<file path="config.mk">
export PLATFORM = sky130hd
export DESIGN_NAME = gqad_front
export DESIGN_NICKNAME = d
export VERILOG_FILES = /design/src/rtl/gqad_pkg.sv /design/src/rtl/gqad_front.sv
export SDC_FILE = /design/constraint.sdc
export NUM_CORES = 1
export LEC_CHECK = 0
export BUFFER_PORTS_ARGS = -buffer_cell sky130_fd_sc_hd__buf_4
export CORE_MARGIN = 3
export CORE_UTILIZATION = 25
export CTS_CLUSTER_DIAMETER = 30
export DETAILED_ROUTE_END_ITERATION = 16
export SLEW_MARGIN = 15
export SYNTH_ARGS = -nofsm -noshare
export SYNTH_HDL_FRONTEND = slang
export SYNTH_SLANG_ARGS = --single-unit
</file>
<file path="constraint.sdc">
create_clock -name clk -period 3.4 [get_ports clk]
set_input_delay 0.51 -clock clk [delete_from_list [all_inputs] [get_ports clk]]
set_output_delay 0.51 -clock clk [all_outputs]
set_load 0.005 [all_outputs]
</file>
<file path="src/rtl/gqad_pkg.sv">
// Shared constants, types and lookup tables of the attention decode block.
// No dependencies; the files that use it refer to it by scoped names.
package gqad_pkg;

    // Block geometry
    localparam int NUM_Q_HEADS   = 15;
    localparam int NUM_KV_HEADS  = 5;
    localparam int HEAD_DIM      = 64;
    localparam int CONTEXT_SLOTS = 1024;
    localparam int VALUE_BITS    = 16;
    localparam int Q_PER_KV      = (NUM_Q_HEADS / NUM_KV_HEADS > 0) ?
                                   (NUM_Q_HEADS / NUM_KV_HEADS) : 1;

    // Field widths
    localparam int REQ_W  = 2;
    localparam int POS_W  = 20;
    localparam int HEAD_W = 4;
    localparam int CH_W   = 6;
    localparam int VAL_W  = VALUE_BITS;

    // Stream packing
    localparam int IN_TDATA_W  = 48;
    localparam int IN_TUSER_W  = REQ_W;
    localparam int OUT_TDATA_W = 24;
    localparam int POS_LSB     = 0;
    localparam int HEAD_LSB    = POS_LSB + POS_W;
    localparam int CH_LSB      = HEAD_LSB + HEAD_W;
    localparam int VAL_LSB     = CH_LSB + CH_W;
    localparam int OUT_VAL_LSB = CH_W;
    localparam int OUT_PAD_W   = OUT_TDATA_W - CH_W - VAL_W;

    // Storage geometry
    localparam int SLOT_W   = $clog2(CONTEXT_SLOTS);
    localparam int KV_W     = $clog2(NUM_KV_HEADS);
    localparam int ROW_W    = $clog2(CONTEXT_SLOTS * NUM_KV_HEADS);
    localparam int KC_DEPTH = CONTEXT_SLOTS * NUM_KV_HEADS * HEAD_DIM;
    localparam int QS_DEPTH = NUM_Q_HEADS * HEAD_DIM;

    // Arithmetic widths
    localparam int SCORE_W    = 32;
    localparam int PROB_W     = 17;
    localparam int SUM_W      = 27;
    localparam int NUM_W      = 33;
    localparam int DIV_CNT_W  = $clog2(NUM_W);
    localparam int ACC_W      = 40;
    localparam int MUL_A_W    = 18;
    localparam int PROD_W     = MUL_A_W + VAL_W;
    localparam int EXP_PROD_W = 34;
    localparam int LIN_W      = 24;
    localparam int OUT_R_W    = ACC_W - 16;

    // Front queue
    localparam int QDEPTH = 4;
    localparam int QPTR_W = 2;

    localparam logic [CH_W-1:0] LAST_CH = CH_W'(HEAD_DIM - 1);

    typedef enum logic [REQ_W-1:0] {
        REQ_KEY   = 2'd0,
        REQ_VALUE = 2'd1,
        REQ_QUERY = 2'd2,
        REQ_RUN   = 2'd3
    } req_t;

    typedef struct packed {
        req_t                    kind;
        logic [POS_W-1:0]        position;
        logic [HEAD_W-1:0]       head;
        logic [KV_W-1:0]         kv_head;
        logic [CH_W-1:0]         channel;
        logic signed [VAL_W-1:0] value;
    } item_t;

    typedef enum logic [3:0] {
        ST_IDLE,
        ST_SC_ISSUE,
        ST_SC_DRAIN,
        ST_SC_DONE,
        ST_WT_READ,
        ST_WT_DATA,
        ST_WT_MUL,
        ST_WT_WRITE,
        ST_NM_READ,
        ST_NM_START,
        ST_NM_WAIT,
        ST_AC_ISSUE,
        ST_AC_DRAIN,
        ST_AC_EMIT
    } eng_state_t;

    // exp(-f) samples at sixteenths of one, Q1.16
    function automatic logic [PROB_W-1:0] frac_lut(input logic [4:0] k);
        logic [PROB_W-1:0] v;
        case (k)
            5'd0:    v = 17'd65536;
            5'd1:    v = 17'd61565;
            5'd2:    v = 17'd57835;
            5'd3:    v = 17'd54331;
            5'd4:    v = 17'd51039;
            5'd5:    v = 17'd47947;
            5'd6:    v = 17'd45042;
            5'd7:    v = 17'd42313;
            5'd8:    v = 17'd39750;
            5'd9:    v = 17'd37341;
            5'd10:   v = 17'd35079;
            5'd11:   v = 17'd32954;
            5'd12:   v = 17'd30957;
            5'd13:   v = 17'd29081;
            5'd14:   v = 17'd27319;
            5'd15:   v = 17'd25664;
            default: v = 17'd24109;
        endcase
        return v;
    endfunction

    // exp(-n) for integer n, Q1.16
    function automatic logic [PROB_W-1:0] intp_lut(input logic [3:0] n);
        logic [PROB_W-1:0] v;
        case (n)
            4'd0:    v = 17'd65536;
            4'd1:    v = 17'd24109;
            4'd2:    v = 17'd8869;
            4'd3:    v = 17'd3263;
            4'd4:    v = 17'd1200;
            4'd5:    v = 17'd442;
            4'd6:    v = 17'd162;
            4'd7:    v = 17'd60;
            4'd8:    v = 17'd22;
            4'd9:    v = 17'd8;
            4'd10:   v = 17'd3;
            4'd11:   v = 17'd1;
            default: v = 17'd0;
        endcase
        return v;
    endfunction

endpackage

</file>
<file path="src/rtl/gqad_front.sv">
// Front end: accepts stream requests, drops out-of-range ones, maps query
// heads to key/value heads and queues the rest. Depends on gqad_pkg.
module gqad_front (
    input  logic                               clk,
    input  logic                               rst_n,
    input  logic                               s_axis_tvalid,
    output logic                               s_axis_tready,
    input  logic [gqad_pkg::IN_TDATA_W-1:0]    s_axis_tdata,
    input  logic [gqad_pkg::IN_TUSER_W-1:0]    s_axis_tuser,
    output gqad_pkg::item_t                    item,
    output logic                               item_valid,
    input  logic                               item_pop
);

    gqad_pkg::item_t                     fifo_reg [gqad_pkg::QDEPTH];
    logic [gqad_pkg::QPTR_W-1:0]         wr_ptr_reg;
    logic [gqad_pkg::QPTR_W-1:0]         rd_ptr_reg;
    logic [gqad_pkg::QPTR_W:0]           cnt_reg;
    logic [gqad_pkg::QPTR_W:0]           cnt_next;
    gqad_pkg::item_t                     in_item;
    logic                                keep;
    logic                                push;

    // Unpack and classify the incoming request
    always_comb
    begin
        in_item.kind     = gqad_pkg::req_t'(s_axis_tuser);
        in_item.position = s_axis_tdata[gqad_pkg::POS_LSB +: gqad_pkg::POS_W];
        in_item.head     = s_axis_tdata[gqad_pkg::HEAD_LSB +: gqad_pkg::HEAD_W];
        in_item.channel  = s_axis_tdata[gqad_pkg::CH_LSB +: gqad_pkg::CH_W];
        in_item.value    = s_axis_tdata[gqad_pkg::VAL_LSB +: gqad_pkg::VAL_W];
        // Group index by threshold compares, clamped to the last key/value head
        in_item.kv_head = '0;
        for (int i = 1; i < gqad_pkg::NUM_KV_HEADS; i++)
        begin
            if ({1'b0, in_item.head} >= (gqad_pkg::HEAD_W+1)'(i * gqad_pkg::Q_PER_KV))
            begin
                in_item.kv_head = gqad_pkg::KV_W'(i);
            end
        end
        unique case (in_item.kind)
            gqad_pkg::REQ_RUN:
                keep = {1'b0, in_item.head} < (gqad_pkg::HEAD_W+1)'(gqad_pkg::NUM_Q_HEADS);
            gqad_pkg::REQ_QUERY:
                keep = ({1'b0, in_item.head} < (gqad_pkg::HEAD_W+1)'(gqad_pkg::NUM_Q_HEADS))
                    && ({1'b0, in_item.channel} < (gqad_pkg::CH_W+1)'(gqad_pkg::HEAD_DIM));
            default:
                keep = ({1'b0, in_item.head} < (gqad_pkg::HEAD_W+1)'(gqad_pkg::NUM_KV_HEADS))
                    && ({1'b0, in_item.channel} < (gqad_pkg::CH_W+1)'(gqad_pkg::HEAD_DIM));
        endcase
    end

    assign s_axis_tready = (cnt_reg != (gqad_pkg::QPTR_W+1)'(gqad_pkg::QDEPTH));
    assign push          = s_axis_tvalid && s_axis_tready && keep;
    assign item_valid    = (cnt_reg != '0);
    assign item          = fifo_reg[rd_ptr_reg];

    always_comb
    begin
        cnt_next = cnt_reg;
        if (push && !item_pop)
        begin
            cnt_next = cnt_reg + 1'b1;
        end
        else if (!push && item_pop)
        begin
            cnt_next = cnt_reg - 1'b1;
        end
    end

    // Advance queue pointers and count
    always_ff @(posedge clk or negedge rst_n)
    begin
        if (!rst_n)
        begin
            wr_ptr_reg <= '0;
            rd_ptr_reg <= '0;
            cnt_reg    <= '0;
        end
        else
        begin
            if (push)
            begin
                wr_ptr_reg <= wr_ptr_reg + 1'b1;
            end
            if (item_pop)
            begin
                rd_ptr_reg <= rd_ptr_reg + 1'b1;
            end
            cnt_reg <= cnt_next;
        end
    end

    // Hold queued requests
    always_ff @(posedge clk)
    begin
        if (push)
        begin
            fifo_reg[wr_ptr_reg] <= in_item;
        end
    end

endmodule

</file>
======== Word level (Yosys, flattened, before mapping) ========
Memory sizes are Yosys's and may differ from the RTL's.
Cells that the tools add are included.
word-level totals
  input bits .............................. 54
  output and inout port bits .............. 53
  memory bits (writable) .................. 204
  logic and storage cells ................. 35
  memories ................................ 1
  flip-flop bits (word level) ............. 7
cells by class
  $lt $le $gt $ge ......................... 6
  equal/unequal tests ..................... 3
  reductions and logical operators ........ 9
  multiplexer cells ....................... 9
  add/sub/neg operators ................... 4
memory list
  memory    words  bits a word  rd ports  clocked after Yosys merged registers in  wr ports  RTL line          RTL
  fifo_reg  4      51           1         0                                        1         gqad_front.sv:15  gqad_pkg::item_t fifo_reg [gqad_pkg::QDEPTH];
operator list
  cell                                                                count
  two-way mux 3 bit                                                   3
  greater-or-equal comparator 4 bit (second input constant)           2
  adder 2 x 1 -> 2 bit (second input constant)                        2
  == test 2 bit (second input constant)                               2
  greater-or-equal comparator 4 x 2 -> 1 bit (second input constant)  1
  greater-or-equal comparator 4 x 3 -> 1 bit (second input constant)  1
  logical AND 1 bit                                                   4
  < comparator 4 x 3 -> 1 bit (second input constant)                 1
  < comparator 4 bit (second input constant)                          1
  two-way mux 1 bit                                                   4
  two-way mux 2 bit                                                   2
  adder 3 x 1 -> 3 bit (second input constant)                        1
  != test 3 bit (second input constant)                               1
  nonzero test 3 bit                                                  1
  subtractor 3 x 1 -> 3 bit (second input constant)                   1
  zero test 1 bit                                                     2
  nonzero test 2 bit                                                  1
  OR reduction 2 bit                                                  1

======== Logic depth before layout (Yosys ltp) ========
  word-level depth ........................ 8
  gate-level depth with buffers ........... 9
  depth with buffers taken out ............ 9

======== Least setup slack after synthesis ========
OpenSTA, ideal clock, no wires.
  path kind ............................... input-to-reg
  start ................................... input s_axis_tdata[23] in the netlist's numbering
  end ..................................... memory fifo_reg[0][0] in the netlist's numbering (enable)
  setup slack ............................. 1.265 ns
  library setup time ...................... 0.386 ns
  data required time ...................... 3.014 ns
  stages .................................. 4
  data arrival time ....................... 1.749 ns
  buffers on the path ..................... 0
  cell sequence ........................... and2_1 > nand4_1 > o2111a_2 > and2_2
on the way
  word-level cells in the longest chain between the ends .. 5
  elaborated cells on any way between the ends .. 6
  those cells by class .................... order compare (2); mux (3); reduce/logical (1)
RTL lines
  item                                                                      RTL line                                              RTL
  start: declaration                                                        gqad_front.sv:8                                       input logic [gqad_pkg::IN_TDATA_W-1:0] s_axis_tdata,
  < comparator 4 x 3 -> 1 bit / < comparator 4 bit (equally long branches)  gqad_front.sv:48, gqad_front.sv:43, gqad_front.sv:45
  two-way mux 1 bit (*)                                                     --
  logical AND 1 bit (*)                                                     gqad_front.sv:54                                      assign push = s_axis_tvalid && s_axis_tready && keep;
  net push                                                                  gqad_front.sv:22                                      logic push;
  two-way mux 1 bit (*)                                                     gqad_front.sv:97                                      if (push)
  two-way mux 1 bit (implied by the code) (*)                               gqad_front.sv:99                                      fifo_reg[wr_ptr_reg] <= in_item;
  end: declaration                                                          gqad_front.sv:15
Mark *: on every way through the listed nets, which the timed path passes. The rest lies on a longest branch.

==> impl_metrics.tcl <==
set metrics [dict create \
    seq_power_share_pct 35.9 \
    r2r-end "cnt_reg[2]" \
    dr.pass1.iters 4 \
    initial_core_util_pct 25.49 \
    grt_max_degree 33 \
    core_region_area_um2 30750 \
    fin_area_um2 10640 \
    regArea_um2 6306 \
    synth_edf_count 204 \
    drive_gt1_share_pct 49.08 \
    clk_pin_slew_ns 0.04 \
    max_slew.worst_pin.slew_ns 0.6561 \
    slew_violations 0 \
    vias 3703 \
    powerDensity_nw_per_um2 923.1 \
    fin_crit_ns 2.891 \
    die_area_um2 33510 \
    leakage_uw 0.003667 \
    crit_path_start_kind "flop" \
    status "finished clean" \
    largest_reg_flops 204 \
    switching_share_pct 24.93 \
    vias_per_cell 4.194 \
    finalSetupViolations 0 \
    hold_class "in2reg" \
    reg2reg_slack_ns 1.22 \
    vdd_ir_drop_max_uv 419.5 \
    area_delta_synth_final_pct 35.73 \
    combPwrFrac_pct 21.8 \
    place.gp.congestion 0.7021 \
    synth-main-ff-cell "edfxtp_1" \
    antenna_found_initial 0 \
    skew_ns 0.01317 \
    ios 107 \
    final_common_cell "edfxtp_1" \
    cts_tree "yes" \
    drc 0 \
    synth_fp_nets 371 \
    rsz0062_at_grt "false" \
    async_flop_share_pct 3.318 \
    wire_per_inst_um 18.66 \
    clk_latency_ns 0.51 \
    ys_warn_count 0 \
    grt_pass1_wl_um 25120 \
    cp.arrival_ns 2.38 \
    finalNetCount 518 \
    netlist_instances 311 \
    antenna_left 0 \
    initialDrtViolationCount 238 \
    critPathCaptureType "output port" \
    die_h_um 183.1 \
    ys_seq_area_share_pct 80.40 \
    hold_start "s_axis_tuser[0]" \
    io_buffers 104 \
    syn-cell-area_um2 7838 \
    required_ns 2.89 \
    relSlewSlack_pct 56.26 \
    die_x_um 183.1 \
    power.internal_uw 7372 \
    reg2reg_from "cnt_reg[0]" \
    grt_usage_pct 9.908 \
    critPathKind "reg2out" \
    ys_seq_elements 211 \
    period_share_pct 85.04 \
    dp_hpwl_um 9854 \
    r2r_cells 9 \
    htreeDepth 2 \
    cts.sinks 211 \
    ys_types 24 \
    whs_path_depth 1 \
    multiInputGateArea_um2 1439 \
    hold_end "fifo_reg[1][49]" \
    hold_slack_ns 0.1961 \
    cts_root_buffer "clkbuf_16" \
    power_frac_clock_pct 42.2 \
    p_sw_uw 2448 \
    cts.path.max_buffers 3 \
    path_max_fanout 25 \
    antenna_cells 0 \
    place_area_um2 9164 \
    final_hold_viol_count 0 \
    cts_made_buffers 45 \
    max_cap_viol_count 0 \
    layout_common_cells "204 x edfxtp_1, 105 x buf_4, 51 x mux4_2" \
    grt-ovfl-total 0 \
    fmax_mhz 345.9 \
    routed_wl_um 16480 \
    nFillCells 2880 \
    grt_pass1_vias 4288 \
    finalSetupTns_ns 0 \
    avgSynthCellArea_um2 25.20 \
    row_count 64 \
    postCtsResizedCells 0 \
]
[power groups by stage]
stage	combinational [uW]	clock, uW	sequential (uW)
after floorplan	1300	0	3380
after global placement	2180	0	3560
after detailed placement	2230	0	3590
after CTS	2230	4250	3550
after global routing	2320	4400	3580
final	2140	4150	3530
[synth_stat cells, types with 2 or more instances]
cell,count,share of area [%]
clkbuf_1,3,0.14
mux4_2,51,15
and2_2,4,0.38
dfrtp_1,7,2.2
edfxtp_1,204,78
nor2_1,3,0.14
ha_1,5,0.80
buf_6,5,0.72
xnor2_1,3,0.34
xor2_1,3,0.34
o21a_1,2,0.19
nand2_1,3,0.14
inv_1,4,0.19
buf_2,4,0.26
[metal layers]
| layer | vias up | track usage [%] | share of wire, % |
|---|---|---|---|
| li1 | 1625 | - | - |
| met1 | 1937 | 11.75 | 41 |
| met2 | 112 | 16.97 | 52 |
| met3 | 29 | 3.213 | 5.9 |
| met4 | 0 | 3.565 | 2.0 |
| met5 | - | 0 | 0 |
[stage by stage]
step           power, uW  worst slack, ns  utilization, %  std cells
2_1_floorplan       4682            1.265               -        311
3_3_place_gp        5742           0.8520           29.80        806
3_5_place_dp        5816           0.8717           29.80        806
4_1_cts            10030           0.3877           34.59        883
5_1_grt            10310           0.3218           34.59        883
6_report            9820           0.5087           34.59        883
[final cells by class]
type | count | share of cell area (%)
Clock buffer | 50 | 10.76
Clock inverter | 26 | 2.999
Inverter | 4 | 0.1411
Multi-Input combinational cell | 84 | 13.53
Sequential cell | 211 | 59.28
Tap cell | 396 | 4.658
Timing Repair Buffer | 112 | 8.633
[what timing repair did]
item,CTS,global route
buffers inserted,0,0
endpoints found under the setup margin,0,0
hold endpoints to repair,7,0
hold buffers,1,0
[worst max-delay path, cell delays in order (launching register included)]
cell and delay (ns):
dfrtp_4 0.79, buf_4 0.38, mux4_2 0.55, buf_4 0.15
[worst max path at each step]
stage                                start              to  slack, ns  cells after the start
after floorplan           s_axis_tdata[23]  fifo_reg[0][0]       1.27                      4
after CTS                    rd_ptr_reg[0]        item[39]       0.39                      3
after global routing         rd_ptr_reg[0]         item[2]       0.32                      3
after detailed placement  s_axis_tdata[21]      cnt_reg[2]       0.87                     10
final                        rd_ptr_reg[0]        item[11]       0.51                      3
after global placement    s_axis_tdata[21]      cnt_reg[2]       0.85                     10
[logic make-up after synthesis]
logic type / Yosys count / share of synthesized area (%)
fa+ha+maj: 7 / 1.181
simple gates: 13 / 0.9101
compound gates: 4 / 0.4149
mux: 54 / 15.12
xor+xnor: 6 / 0.6706
buf+inv: 16 / 1.309
flops: 211 / 80.40
Power figures use the tool's default switching activity.
